===== src/sv/wdrc_pkg.sv =====
// Types, constants and constant functions of the compressor.
`default_nettype none
package wdrc_pkg;

   localparam int SAMPLE_BITS = 16;
   localparam int PEAK_W      = 32;
   localparam int DB_W        = 16;
   localparam int COEF_W      = 16;
   localparam int RATIO_W     = 12;
   localparam int CSR_IDX_W   = 3;
   localparam int CSR_DATA_W  = 16;
   localparam int CURVE_W     = 40;
   localparam int DIV_NUM_W   = 32;
   localparam int DIV_DEN_W   = 12;
   localparam int LOG_STEPS   = 16;
   localparam int EXP_STEPS   = 16;

   localparam logic [CSR_IDX_W-1:0] REG_ATTACK_COEF    = 3'd0;
   localparam logic [CSR_IDX_W-1:0] REG_RELEASE_COEF   = 3'd1;
   localparam logic [CSR_IDX_W-1:0] REG_KNEE_GAIN_DB   = 3'd2;
   localparam logic [CSR_IDX_W-1:0] REG_KNEE_LEVEL_DB  = 3'd3;
   localparam logic [CSR_IDX_W-1:0] REG_COMP_RATIO     = 3'd4;
   localparam logic [CSR_IDX_W-1:0] REG_LIMIT_LEVEL_DB = 3'd5;
   localparam logic [CSR_IDX_W-1:0] REG_FULL_SCALE_DB  = 3'd6;

   localparam logic [COEF_W-1:0]  RST_ATTACK_COEF    = 16'd65000;
   localparam logic [COEF_W-1:0]  RST_RELEASE_COEF   = 16'd65500;
   localparam logic [DB_W-1:0]    RST_KNEE_GAIN_DB   = 16'd0;
   localparam logic [DB_W-1:0]    RST_KNEE_LEVEL_DB  = 16'd12800;
   localparam logic [RATIO_W-1:0] RST_COMP_RATIO     = 12'd512;
   localparam logic [DB_W-1:0]    RST_LIMIT_LEVEL_DB = 16'd23040;
   localparam logic [DB_W-1:0]    RST_FULL_SCALE_DB  = 16'd30464;

   // 20*log10(2) in Q16 and log2(10)/20 in Q24.
   localparam logic [31:0] DB_PER_OCT_Q16 = 32'd394566;
   localparam logic [31:0] OCT_PER_DB_Q24 = 32'd2786635;
   localparam logic [31:0] Q30_ONE        = 32'h4000_0000;

   typedef struct packed {
      logic signed [SAMPLE_BITS-1:0] sample_in;
      logic                          block_end;
   } req_data_type;

   typedef struct packed {
      logic signed [SAMPLE_BITS-1:0] sample_out;
      logic signed [DB_W-1:0]        gain_db;
      logic                          block_end_out;
   } rsp_data_type;

   typedef struct packed {
      logic                 start;
      logic [DIV_NUM_W-1:0] num;
      logic [DIV_DEN_W-1:0] den;
   } div_req_type;

   typedef struct packed {
      logic                 done;
      logic [DIV_NUM_W-1:0] quo;
   } div_rsp_type;

   typedef enum logic [4:0] {
      S_IDLE,
      S_PK_MUL1,
      S_PK_MUL2,
      S_PK_SUM,
      S_LOG_NORM,
      S_LOG_MUL,
      S_LOG_STEP,
      S_ATT_MUL,
      S_ATT_SUB,
      S_CRV_START,
      S_DIV_TK,
      S_PBLT_MUL,
      S_PBLT,
      S_SEL,
      S_DIV_LIM,
      S_DIV_SLOPE,
      S_EXP_MUL,
      S_EXP_SPLIT,
      S_EXP_STEP_MUL,
      S_EXP_STEP,
      S_APPLY_MUL,
      S_ROUND,
      S_OUT
   } state_type;

   typedef logic [EXP_STEPS-1:0][31:0] exp2_tab_type;

   // Truncating integer square root, evaluated at elaboration only.
   function automatic logic [63:0] isqrt64(input logic [63:0] n_in);
      logic [63:0] n;
      logic [63:0] r;
      logic [63:0] b;
      n = n_in;
      r = '0;
      b = 64'h4000_0000_0000_0000;
      for (int i = 0; i < 32; i++) begin
         if (b > n) begin
            b = b >> 2;
         end
      end
      for (int i = 0; i < 32; i++) begin
         if (b != 64'd0) begin
            if (n >= r + b) begin
               n = n - (r + b);
               r = (r >> 1) + b;
            end else begin
               r = r >> 1;
            end
            b = b >> 2;
         end
      end
      return r;
   endfunction

   // Entry k holds 2^(2^-(k+1)) in Q30, each root taken from the one before.
   function automatic exp2_tab_type exp2_table();
      exp2_tab_type tab;
      logic [63:0]  c;
      c = isqrt64(64'd2 << 60);
      for (int k = 0; k < EXP_STEPS; k++) begin
         tab[k] = c[31:0];
         c = isqrt64(c << 30);
      end
      return tab;
   endfunction

   localparam exp2_tab_type EXP2_TAB = exp2_table();

   function automatic logic signed [DB_W-1:0] sat16(input logic signed [CURVE_W-1:0] v);
      logic signed [DB_W-1:0] res;
      if (v > 32767) begin
         res = 16'sh7fff;
      end else if (v < -32768) begin
         res = 16'sh8000;
      end else begin
         res = v[DB_W-1:0];
      end
      return res;
   endfunction

   function automatic logic [CURVE_W-1:0] abs40(input logic signed [CURVE_W-1:0] v);
      logic [CURVE_W-1:0] res;
      if (v < 0) begin
         res = CURVE_W'(-v);
      end else begin
         res = CURVE_W'(v);
      end
      return res;
   endfunction

endpackage
`default_nettype wire


===== src/sv/wdrc_div.sv =====
// Iterative restoring divider, one quotient bit per cycle.
`default_nettype none
module wdrc_div (
   input  logic                  clock,
   input  logic                  reset,
   input  wdrc_pkg::div_req_type div_req,
   output wdrc_pkg::div_rsp_type div_rsp
);
   import wdrc_pkg::*;

   localparam int CNT_W = $clog2(DIV_NUM_W);

   logic                 busy_ff, busy_in;
   logic                 done_ff, done_in;
   logic [CNT_W-1:0]     cnt_ff, cnt_in;
   logic [DIV_DEN_W-1:0] rem_ff, rem_in;
   logic [DIV_DEN_W-1:0] den_ff, den_in;
   logic [DIV_NUM_W-1:0] quo_ff, quo_in;
   logic [DIV_DEN_W:0]   trial;

   always_comb begin
      busy_in = busy_ff;
      done_in = 1'b0;
      cnt_in  = cnt_ff;
      rem_in  = rem_ff;
      den_in  = den_ff;
      quo_in  = quo_ff;
      trial   = {rem_ff, quo_ff[DIV_NUM_W-1]};
      if (div_req.start) begin
         busy_in = 1'b1;
         cnt_in  = '0;
         rem_in  = '0;
         den_in  = div_req.den;
         quo_in  = div_req.num;
      end else if (busy_ff) begin
         // The remainder stays below the divisor, so the trial fits one extra bit.
         if (trial >= {1'b0, den_ff}) begin
            rem_in = DIV_DEN_W'(trial - {1'b0, den_ff});
            quo_in = {quo_ff[DIV_NUM_W-2:0], 1'b1};
         end else begin
            rem_in = trial[DIV_DEN_W-1:0];
            quo_in = {quo_ff[DIV_NUM_W-2:0], 1'b0};
         end
         cnt_in = cnt_ff + 1'b1;
         if (cnt_ff == CNT_W'(DIV_NUM_W - 1)) begin
            busy_in = 1'b0;
            done_in = 1'b1;
         end
      end
   end

   always_ff @(posedge clock) begin
      if (reset) begin
         busy_ff <= 1'b0;
         done_ff <= 1'b0;
         cnt_ff  <= '0;
      end else begin
         busy_ff <= busy_in;
         done_ff <= done_in;
         cnt_ff  <= cnt_in;
      end
      rem_ff <= rem_in;
      den_ff <= den_in;
      quo_ff <= quo_in;
   end

   assign div_rsp.done = done_ff;
   assign div_rsp.quo  = quo_ff;

endmodule
`default_nettype wire


===== config.mk =====
export PLATFORM = sky130hd
export DESIGN_NAME = wdrc_div
export DESIGN_NICKNAME = d
export VERILOG_FILES = /design/src/sv/wdrc_pkg.sv /design/src/sv/wdrc_div.sv
export SDC_FILE = /design/constraint.sdc
export NUM_CORES = 1
export LEC_CHECK = 0
export ABC_AREA = 1
export BUFFER_PORTS_ARGS = -buffer_cell sky130_fd_sc_hd__buf_2
export CAP_MARGIN = 40
export CORE_UTILIZATION = 54
export CTS_CLUSTER_DIAMETER = 200
export CTS_CLUSTER_SIZE = 25
export DETAILED_ROUTE_END_ITERATION = 10
export HOLD_SLACK_MARGIN = 0.08
export PLACE_DENSITY = 0.8
export SYNTH_ARGS = -nofsm -noshare
export SYNTH_HDL_FRONTEND = slang
export SYNTH_SLANG_ARGS = --single-unit

===== constraint.sdc =====
create_clock -name clock -period 2.34 [get_ports clock]
set_input_delay 0.117 -clock clock [delete_from_list [all_inputs] [get_ports clock]]
set_output_delay 0.117 -clock clock [all_outputs]
set_load 0.02 [all_outputs]

==> summary.md, run 1 <==
| Metric | Value |
|---|---|
| Status | finished clean |
| Top-count cell post-synth | nand2_1 |
| Setup-failing EPs final | 0 |
| PD cells | ~630 nW/um2 |
| Synthesis-to-layout area growth | 33.0% |
| Family with the most delay on the worst path | simple AND/OR/NAND/NOR gates |
| H-tree levels | 3 |
| Tot GR Track Use | 0.312 |
| Pleak | roughly 2.3 nW |
| Worst-skew pair later-pin latency | 0.35 ns |
| Reg2Reg Capture Point | quo_ff[0]$_DFFE_PP_ |
| Post-Synth Adder-Cell Area | 0.0572 |
| R2R setup slack | between 0.2 and 0.3 ns |
| FF+latch count, synth | 63 |
| N_diodes | 0 |
| Max_cap viols | 0 |
| Ranking of synthesized cells by area | edfxtp_1, nand2_1, dfxtp_1 |
| Largest family of logic cells by synthesized area | simple AND/OR/NAND/NOR gates |
| Setup TNS | 0 ns |
| Combinational Power Share | 0.169 |
| Maximum vdd drop | 500 uV |
| Routed WL per cell | 15.3 um |
| CP Depth | 10 |
| Post-synthesis xor/xnor area fraction | 0.0128 |
| Clock Sinks | 63 |
| Final Slew Violations | 0 |
| Clock period minus worst slack | between 2 and 2.5 ns |
| Crit path cell chain | inv_1 > ha_1 > nand2_1 > nand2_1 > nand2_1 > nand3_2 > nand2_2 > nand3_4 > nand2_1 > nand2_1 |
| Post-CTS Hold Fix Bufs | 44 |
| Critical Path AT | between 2 and 2.5 ns |
| Antenna violations before repair | 0 |
| Initial Util | 0.570 |
| Endpoints failing hold | 0 |
| Vias per std cell | roughly 5.3 |
| CP peak stage delay | roughly 0.41 ns |
| Ys async rst share | 0 |
| Vias in the first global route | between 3k and 4k |
| Critical path buffers and inverters | 1 |
| Most used cell, CP | nand2_1 |
| Pin count of the biggest net entering global routing | 33 |
| Crit path kind | reg -> reg |
| Fmax | around 480 MHz |
| RR Startpoint | den_ff[2]$_DFFE_PP_ |
| Num CTS Buffers | 9 |
| Nets | 612 |
| Headroom to the max-slew limit | 0.643 |
| Startpoint Class | register |
| Core ar. | about 6000 um2 |
| Ys flop type | edfxtp_1 |
| Simple-gate share of the synthesized area | 0.324 |
| Setup bufs post-CTS | 0 |
| 1st-iter DRT viols | between 200 and 300 |
| Detail Route Antenna Nets | 0 |
| Post_cts resized | 0 |
| Routed WL | just under 10000 um |
| Worst Setup EP | quo_ff[0]$_DFFE_PP_ |
| Die W | 81.5 um |
| Clk network pwr share | 0.365 |
| GPL Wtd Cong | 0.905 |
| Yosys top cell by area | edfxtp_1 |
| First-pass GRT wire length | between 15000 and 20000 um |
| Reg2Reg Depth | 10 |
| Net count after synthesis | about 490 |
| Mux cell area share after synthesis | 0 |
| I/O pin count | 80 |
| Crit Path Max Fanout | 14 |
| Most frequent cells after synthesis | nand2_1, inv_1, edfxtp_1, nand3_1, dfxtp_1 |
| Clock skew | between 0.015 and 0.02 ns |
| Share of cells above drive strength 1 | 0.211 |
| FP Rows | 28 |
| CTS tree | built |
| Pre-antenna DRT Iters | 5 |
| Fill count | ~400 |
| Vias after detailed routing | 3310 |
| Switch share | 0.295 |
| Sequential power share | 0.466 |
| Ys Warns | 0 |
| Worst-path clk slew | 0.09 ns |
| Crit. Startpoint | den_ff[2]$_DFFE_PP_ |
| Crit path capture type | register |
| Period utilisation layout | 0.883 |
| Seq/Total Area, Yosys | 0.499 |
| DPL Wire Length | 5530 um |
| Fin util | 0.758 |
| Internal Power | approximately 0.0020 W |
| Complex-gate fraction of the synthesized area | 0.0235 |
| Hold WS | ~0.09 ns |
| RSZ-0062 raised after global routing | no |
| PortBufs | approximately 80 |
| Root Buffer | clkbuf_8 |
| Syn avg cell area | just over 8 um2 |
| Bufs on Longest Clock Path | 2 |
| Post-Syn Instances | 423 |
| Die height | 81.5 um |
| Actual slew at the worst max-slew pin | roughly 0.54 ns |
| Post-Syn Area | around 3400 um2 |
| Critical Path Slowest Stage Cell | edfxtp_1 |
| Synth cell types | 30 |
| CP required | ~2.4 ns |
| EDFF count, synth | 44 |
| Die area | ~6600 um2 |
| Grt total ovfl | 0 |
| Synth top area share | 0.387 |
| Hold WC Path Type | in -> reg |
| NetSw | between 0.0008 and 0.0009 W |
| Drt drc | 0 |
flip-flops by register name (all words and copies together) (netlist names):
name     cells
quo_ff      32
den_ff      12
rem_ff      12
cnt_ff       5
busy_ff      1
done_ff      1
final cells by class:
class                           instances  area [um2]  share of cell area
Multi-Input combinational cell        290        1430               0.314
Timing Repair Buffer                  130         896               0.197
Clock buffer                           10         138              0.0303
Inverter                               56         210              0.0463
Sequential cell                        63        1700               0.375
Tap cell                               75        93.8              0.0207
Clock inverter                          6        75.1              0.0165
placed cells by master (no fill, tap or decap), types with 2 or more instances in the layout:
cell           count
inv_2              2
ha_1              14
inv_6              2
clkbuf_8          10
buf_4              6
nand2_2            3
o21ai_0            4
nor2_1            16
nor2_2             2
nand3_1           23
inv_1             54
edfxtp_1          44
xnor2_1            4
nand2_1          186
dfxtp_1           19
nand3_2            4
buf_2             79
dlygate4sd3_1     44
nor3_1             4
nand4_1           14
a21oi_1            6
per-layer routing:
layer	routed length, um	part of all wire	global-route usage	vias to the layer above
met4	346	0.036	0.179	0
met2	4980	0.52	0.566	139
met3	470	0.049	0.0533	31
met5	0	0	0	-
met1	3830	0.40	0.341	1532
li1	-	-	-	1608
worst register-to-register path, cell delays in order (launching register included):
cell and delay, ns:
edfxtp_1 0.41, inv_1 0.08, ha_1 0.29, nand2_1 0.09
nand2_1 0.06, nand2_1 0.10, nand3_2 0.11, nand2_2 0.25
nand3_4 0.25, nand2_1 0.12, nand2_1 0.06
power by group through the flow:
stage	Sequential, W	Clock, W	Combinational [W]
CTS	0.00133	0.00103	0.000464
floorplan	0.00142	0	0.000183
global route	0.00134	0.00109	0.000520
detailed placement	0.00135	0	0.000405
finish	0.00134	0.00105	0.000483
global placement	0.00135	0	0.000395
how the worst min path moves through the flow:
| stage | startpoint | to | cells after the start |
|---|---|---|---|
| detailed placement | div_req[7] | den_ff[7]$_DFFE_PP_ | 1 |
| floorplan | reset | busy_ff$_SDFF_PP0_ | 1 |
| CTS | div_req[41] | quo_ff[29]$_DFFE_PP_ | 3 |
| global placement | div_req[10] | den_ff[10]$_DFFE_PP_ | 1 |
| finish | div_req[41] | quo_ff[29]$_DFFE_PP_ | 3 |
| global route | div_req[41] | quo_ff[29]$_DFFE_PP_ | 3 |
cells by family after synthesis:
| group | after synthesis |
|---|---|
| simple gates | 257 |
| buf+inv | 70 |
| flops | 63 |
| fa+ha+maj | 15 |
| compound gates | 13 |
| xor+xnor | 5 |
through the flow:
step / total power (W) / instance area [um2] / setup slack (ns) / std cells
global placement: 0.00175 / 3870 / 0.444 / 569
finish: 0.00286 / 4540 / 0.275 / 630
CTS: 0.00282 / 4540 / 0.341 / 630
detailed placement: 0.00176 / 3890 / 0.356 / 570
global route: 0.00295 / 4540 / 0.142 / 630
floorplan: 0.00160 / 3410 / 0.468 / 423
Note: power is estimated with default switching activity, not from simulation.
==> inputs of run 2 (changes only) <==
Settings changed: CORE_UTILIZATION 54 to 56, CTS_BUF_LIST set to sky130_fd_sc_hd__clkbuf_8, PLACE_DENSITY 0.8 to 0.83.
==> summary.md, run 2 (same netlist as run 1, synthesis figures left out) <==
| Metric | Value |
|---|---|
| Clock period minus worst slack | 1.87 ns (-0.193 ns) |
| Clock skew | 0.00777 ns (-0.00764 ns) |
| Vias in the first global route | 3149 (-4.2%) |
| RR Startpoint | quo_ff[31]$_DFFE_PP_ |
| Clock Sinks | 63 (unchanged) |
| Fmax | 534 MHz (+10%) |
| Root Buffer | clkbuf_8 |
| Nets | 613 (+0.16%) |
| Setup-failing EPs final | 0 (unchanged) |
| Antenna violations before repair | 1 (+1) |
| 1st-iter DRT viols | 254 (-8.0%) |
| Combinational Power Share | 0.179 (+0.010) |
| Cell area after layout | 4520 um2 (-0.41%) |
| Bufs on Longest Clock Path | 2 (unchanged) |
| Synthesis-to-layout area growth | 32.5% |
| Vias per std cell | 5.09 (-3.1%) |
| Reg2Reg Depth | 11 (+1) |
| Vias after detailed routing | 3216 (-2.8%) |
| Crit path capture type | register |
| FP Rows | 28 (unchanged) |
| Actual slew at the worst max-slew pin | 0.431 ns (-0.105 ns) |
| H-tree levels | 3 (unchanged) |
| GPL Wtd Cong | 0.934 (+3.2%) |
| Die W | 80.1 um (-1.8%) |
| Failing checks | DRC |
| Initial Util | 0.580 (+0.0102) |
| Worst-skew pair later-pin latency | 0.35 ns (about the same) |
| RSZ-0062 raised after global routing | no |
| PortBufs | 79 (unchanged) |
| Pre-antenna DRT Iters | 7 (+2) |
| Setup bufs post-CTS | 0 (unchanged) |
| First-pass GRT wire length | 14600 um (-3.0%) |
| CTS tree | built |
| Internal Power | 0.00189 W (-6.3%) |
| Power, Total | 0.00268 W (-6.5%) |
| Switch share | 0.294 (-0.00154) |
| Startpoint Class | register |
| Routed WL per cell | 14.3 um (-6.7%) |
| PD cells | 593 nW/um2 (-6.1%) |
| Period utilisation layout | 0.800 (-0.0826) |
| Tot GR Track Use | 0.309 (-0.00252) |
| Die area | 6410 um2 (-3.5%) |
| Reg2Reg Capture Point | rem_ff[6]$_SDFFE_PP0P_ |
| Hold wc startpoint | div_req[16] |
| Largest regs | quo_ff x32, den_ff x12, rem_ff x12 |
| Max reg flops | 32 (unchanged) |
| DPL Wire Length | 5550 um (+0.48%) |
| Area post-placement | 3910 um2 (+0.71%) |
| Hold depth | 3 (unchanged) |
| Commonest cells after routing, fill and taps aside | nand2_1, buf_2, inv_1 |
| Routed WL | 9010 um (-6.4%) |
| Grt total ovfl | 0 (unchanged) |
| Die height | 80.1 um (-1.8%) |
| Headroom to the max-slew limit | 0.713 (+0.0698) |
| Sequential power share | 0.498 (+0.032) |
| Maximum vdd drop | 397 uV (-21%) |
| Hold WC Path Type | in -> reg |
| Num CTS Buffers | 9 (unchanged) |
| End of the worst hold path | quo_ff[4]$_DFFE_PP_ |
| Endpoints failing hold | 0 (unchanged) |
| R2R setup slack | 0.47 ns (+0.19 ns) |
| Worst-path clk slew | 0.08 ns (about the same) |
| Setup TNS | 0 ns (unchanged) |
| I/O pin count | 80 (unchanged) |
| NetSw | 0.000787 W (-7.0%) |
| Detail Route Antenna Nets | 0 (unchanged) |
| Clk network pwr share | 0.323 (-0.042) |
| Crit path kind | reg -> reg |
| Drt drc | 1 (+1) |
| Most common cell after layout, fill and taps aside | nand2_1 |
| CP required | 2.58 ns (+0.14 ns) |
| Status | complete, but fails checks |
| Crit Path Max Fanout | 3 (-11) |
| Core ar. | 5890 um2 (-1.8%) |
| Top reg by flops | quo_ff |
| Final Slew Violations | 0 (unchanged) |
| Share of cells above drive strength 1 | 0.212 (+0.00142) |
| Hold WS | 0.0926 ns (+0.00289 ns) |
| Critical Path AT | 2.11 ns (-0.05 ns) |
| Max_cap viols | 0 (unchanged) |
| Pleak | 2.31 nW (about the same) |
| Pin count of the biggest net entering global routing | 33 (unchanged) |
run 2: changes by cell type in the layout (fill, tap and decap cells not counted):
cell	previous run	this run
buf_8	1	0
inv_6	2	1
clkinv_2	0	3
clkinvlp_4	1	0
inv_8	1	0
buf_4	6	8
inv_1	54	55
buf_16	0	1
bufinv_16	1	0
diode_2	0	1
dlygate4sd3_1	44	43
run 2: power by group through the flow:
stage	Clock [W]	Combinational, W	Sequential [W]
detailed placement	0	0.000410	0.00135
global route	0.000917	0.000522	0.00134
finish	0.000867	0.000479	0.00133
global placement	0	0.000393	0.00135
floorplan	0	0.000183	0.00142
CTS	0.000867	0.000466	0.00133
run 2: timing repair:
item / CTS / global route
hold buffers: 43 / 0
resized for setup: 0 / 0
hold endpoints to repair: 45 / 0
run 2: cell type report:
class	instances	area, um2
antenna	1	2.50
clock buffer	10	138
clock inverter	6	36.3
fill	418	1370
inverter	56	210
multi-input combinational	290	1430
sequential	63	1700
tap	75	93.8
timing repair buffer	131	913
run 2: worst max path at each step:
stage	from	endpoint	cells after the start
2_1_floorplan	quo_ff[31]$_DFFE_PP_	rem_ff[6]$_SDFFE_PP0P_	11
3_3_place_gp	quo_ff[31]$_DFFE_PP_	rem_ff[6]$_SDFFE_PP0P_	11
3_5_place_dp	quo_ff[31]$_DFFE_PP_	rem_ff[6]$_SDFFE_PP0P_	11
4_1_cts	quo_ff[31]$_DFFE_PP_	rem_ff[6]$_SDFFE_PP0P_	11
5_1_grt	quo_ff[31]$_DFFE_PP_	rem_ff[6]$_SDFFE_PP0P_	12
6_report	quo_ff[31]$_DFFE_PP_	rem_ff[6]$_SDFFE_PP0P_	11
run 2: per-layer routing:
layer  part of all wire  vias to the layer above  global-route usage  routed length [um]
met5                  0                        -                   0                   0
met4              0.030                        0               0.143                 274
met3              0.070                       27              0.0852                 633
met2               0.49                      126               0.513                4450
met1               0.41                     1462               0.373                3660
li1                   -                     1601                   -                   -
run 2: critical path: stages (launching register included):
cell and delay (ns):
edfxtp_1 0.34, inv_1 0.06, ha_1 0.22, fa_1 0.40, inv_1 0.09, nand3_1 0.07
nand3_1 0.14, nand2_1 0.09, a21boi_0 0.15, o21ai_0 0.09, nand3_1 0.08, nand2_1 0.04
run 2: through the flow:
| stage | utilization | setup WS (ns) | instances |
|---|---|---|---|
| floorplan | - | 0.468 | 423 |
| global placement | 0.660 | 0.531 | 571 |
| detailed placement | 0.665 | 0.499 | 572 |
| CTS | 0.768 | 0.478 | 631 |
| global route | 0.768 | 0.316 | 632 |
| finish | 0.768 | 0.468 | 632 |
==> inputs of run 3 (changes only) <==
Settings changed: CORE_UTILIZATION 56 to 50, PLACE_DENSITY 0.83 to 0.78.
Clock period 2.34 ns to 1.68 ns, I/O delays scaled along.
==> summary.md, run 3 (same netlist as run 1, synthesis figures left out) <==
| Metric | Value |
|---|---|
| GR Layer Usage met3 | 0.0728 (-0.0125) |
| First-pass GRT wire length | 16800 um (+15%) |
| Vias in the first global route | 3587 (+14%) |
| PortBufs | 79 (unchanged) |
| Num CTS Buffers | 9 (unchanged) |
| Period utilisation layout | 1.05 (+0.252) |
| Routed WL | 10500 um (+17%) |
| Headroom to the max-slew limit | 0.726 (+0.0135) |
| Hold depth | 2 (-1) |
| Vias per std cell | 5.28 (+3.8%) |
| Combinational Power Share | 0.188 (+0.009) |
| Pre-antenna DRT Iters | 6 (-1) |
| Switch share | 0.275 (-0.0185) |
| N_diodes | 0 (-1) |
| Crit path kind | reg -> reg |
| Clock Sinks | 63 (unchanged) |
| Crit Path Max Fanout | 6 (+3) |
| RSZ-0062 raised after global routing | yes |
| Die W | 84.6 um (+5.7%) |
| Routed WL per cell | 15.7 um (+10%) |
| Clock skew | 0.00805 ns (+0.000281 ns) |
| Critical Path AT | 2.02 ns (-0.09 ns) |
| Die area | 7160 um2 (+12%) |
| CP required | 1.93 ns (-0.65 ns) |
| Initial Util | 0.528 (-0.0514) |
| Maximum vdd drop | 748 uV (+88%) |
| Antenna violations before repair | 0 (-1) |
| GPL Wtd Cong | 0.883 (-5.5%) |
| Drt drc | 0 (-1) |
| PD cells | 831 nW/um2 (+40%) |
| Cell area after layout | 5230 um2 (+16%) |
| I/O pin count | 80 (unchanged) |
| Synthesis-to-layout area growth | 53.4% |
| Max_cap viols | 0 (unchanged) |
| Clock period minus worst slack | 1.77 ns (-0.104 ns) |
| Nets | 651 (+6.2%) |
| Internal Power | 0.00315 W (+66%) |
| Max reg flops | 32 (unchanged) |
| PnR worst setup slack | -0.0879 ns (-0.556 ns) |
| Die height | 84.6 um (+5.7%) |
| Clk network pwr share | 0.382 (+0.059) |
| Reg2Reg Depth | 12 (+1) |
| Tot GR Track Use | 0.304 (-0.00572) |
| CP peak stage delay | 0.40 ns (about the same) |
| Root Buffer | clkbuf_8 |
| Worst-skew pair later-pin latency | 0.35 ns (about the same) |
| H-tree levels | 3 (unchanged) |
| Actual slew at the worst max-slew pin | 0.411 ns (-0.0203 ns) |
| Status | complete, but fails checks |
| Hold WS | 0.239 ns (+0.146 ns) |
| Crit path capture type | register |
| Hold WC Path Type | in -> reg |
| Worst-path clk slew | 0.08 ns (about the same) |
| Area post-placement | 4150 um2 (+5.9%) |
| FP Rows | 29 (+3.6%) |
| Share of cells above drive strength 1 | 0.347 (+0.135) |
| Crit path cell chain | inv_2 > ha_4 > nand2_4 > inv_2 > nand2_2 > nand2_2 > a21oi_4 > buf_6 > buf_8 > nand4_1 > nand3_1 > nand2_1 |
| Setup-failing EPs final | 13 (+13) |
| Detail Route Antenna Nets | 0 (unchanged) |
| Fill count | 363 (-13%) |
| Vias after detailed routing | 3544 (+10%) |
| Place WS | -0.111 ns (-0.610 ns) |
| Sequential power share | 0.430 (-0.068) |
| 1st-iter DRT viols | 268 (+5.5%) |
| DPL Wire Length | 5790 um (+4.3%) |
| Pleak | 2.57 nW (+12%) |
| Fmax | 566 MHz (+5.9%) |
| Core ar. | 6460 um2 (+9.7%) |
| Bufs on Longest Clock Path | 2 (unchanged) |
| Most Crowded Layer GR | met2 |
| Largest regs | quo_ff x32, den_ff x12, rem_ff x12 |
| NetSw | 0.00120 W (+52%) |
| Final Slew Violations | 0 (unchanged) |
| Most common cell after layout, fill and taps aside | nand2_1 |
| Failing checks | setup timing |
| Grt total ovfl | 0 (unchanged) |
| Endpoints failing hold | 0 (unchanged) |
| Startpoint Class | register |
| Critical Path Slowest Stage Cell | edfxtp_1 |
| Top reg by flops | quo_ff |
| Pin count of the biggest net entering global routing | 34 (+3.0%) |
| Global routing usage on met1 | 0.368 (-0.00559) |
| Commonest cells after routing, fill and taps aside | nand2_1, buf_2, dlygate4sd3_1 |
| CTS tree | built |
| Grt met2 use | 0.523 (+0.00972) |
run 3: what timing repair did:
action,CTS,global route
endpoints found under the setup margin,13,13
pin swaps,11,21
buffers inserted,2,7
gates resized for setup,27,35
gates cloned,1,2
endpoints found under the hold margin,48,0
hold buffers,45,0
run 3: path summary, 6_finish.rpt:
kind / start / to / slack (ns)
setup reg to reg: den_ff[8]$_DFFE_PP_ / rem_ff[5]$_SDFFE_PP0P_ / -0.09
setup / recovery: den_ff[8]$_DFFE_PP_ / rem_ff[5]$_SDFFE_PP0P_ / -0.09
hold reg to reg: cnt_ff[4]$_SDFFE_PP0P_ / cnt_ff[4]$_SDFFE_PP0P_ / 0.48
hold / removal: div_req[44] / den_ff[4]$_DFFE_PP_ / 0.24
run 3: area by class of cell:
| class | instances | area [um2] | share of cell area |
|---|---|---|---|
| repair buffers | 168 | 1250 | 0.239 |
| clock inverters | 7 | 120 | 0.0230 |
| clock buffers | 9 | 124 | 0.0237 |
| multi-input cells | 291 | 1730 | 0.330 |
| flip-flops and latches | 63 | 1700 | 0.325 |
| inverters | 56 | 214 | 0.0409 |
| well taps | 77 | 96.3 | 0.0184 |
run 3: stage by stage:
stage	TNS (ns)	std cells	total power, W	utilization
global route	-2.01	671	0.00449	0.810
finish	-0.729	671	0.00435	0.810
global placement	-0.465	597	0.00249	0.638
CTS	-0.126	662	0.00427	0.771
floorplan	-0.0549	423	0.00225	-
detailed placement	-1.02	598	0.00251	0.642
run 3: critical path, delay by kind of cell, from the launching register on:
family | cells | cell delay [ns]
fa+ha+maj | 1 | 0.22
simple gates | 6 | 0.47
buf+inv | 4 | 0.37
compound gates | 1 | 0.22
flops | 1 | 0.40
run 3: per-layer routing:
| layer | vias to the layer above | wire length, um |
|---|---|---|
| met5 | - | 0 |
| met4 | 0 | 270 |
| met3 | 30 | 759 |
| met2 | 183 | 5360 |
| met1 | 1648 | 4150 |
| li1 | 1683 | - |
run 3: power groups by stage:
stage / clock network (W) / logic, W / registers [W]
after CTS: 0.00166 / 0.000744 / 0.00186
after global placement: 0 / 0.000606 / 0.00188
after detailed placement: 0 / 0.000628 / 0.00189
after global routing: 0.00174 / 0.000882 / 0.00188
after floorplan: 0 / 0.000270 / 0.00198
final: 0.00166 / 0.000819 / 0.00187
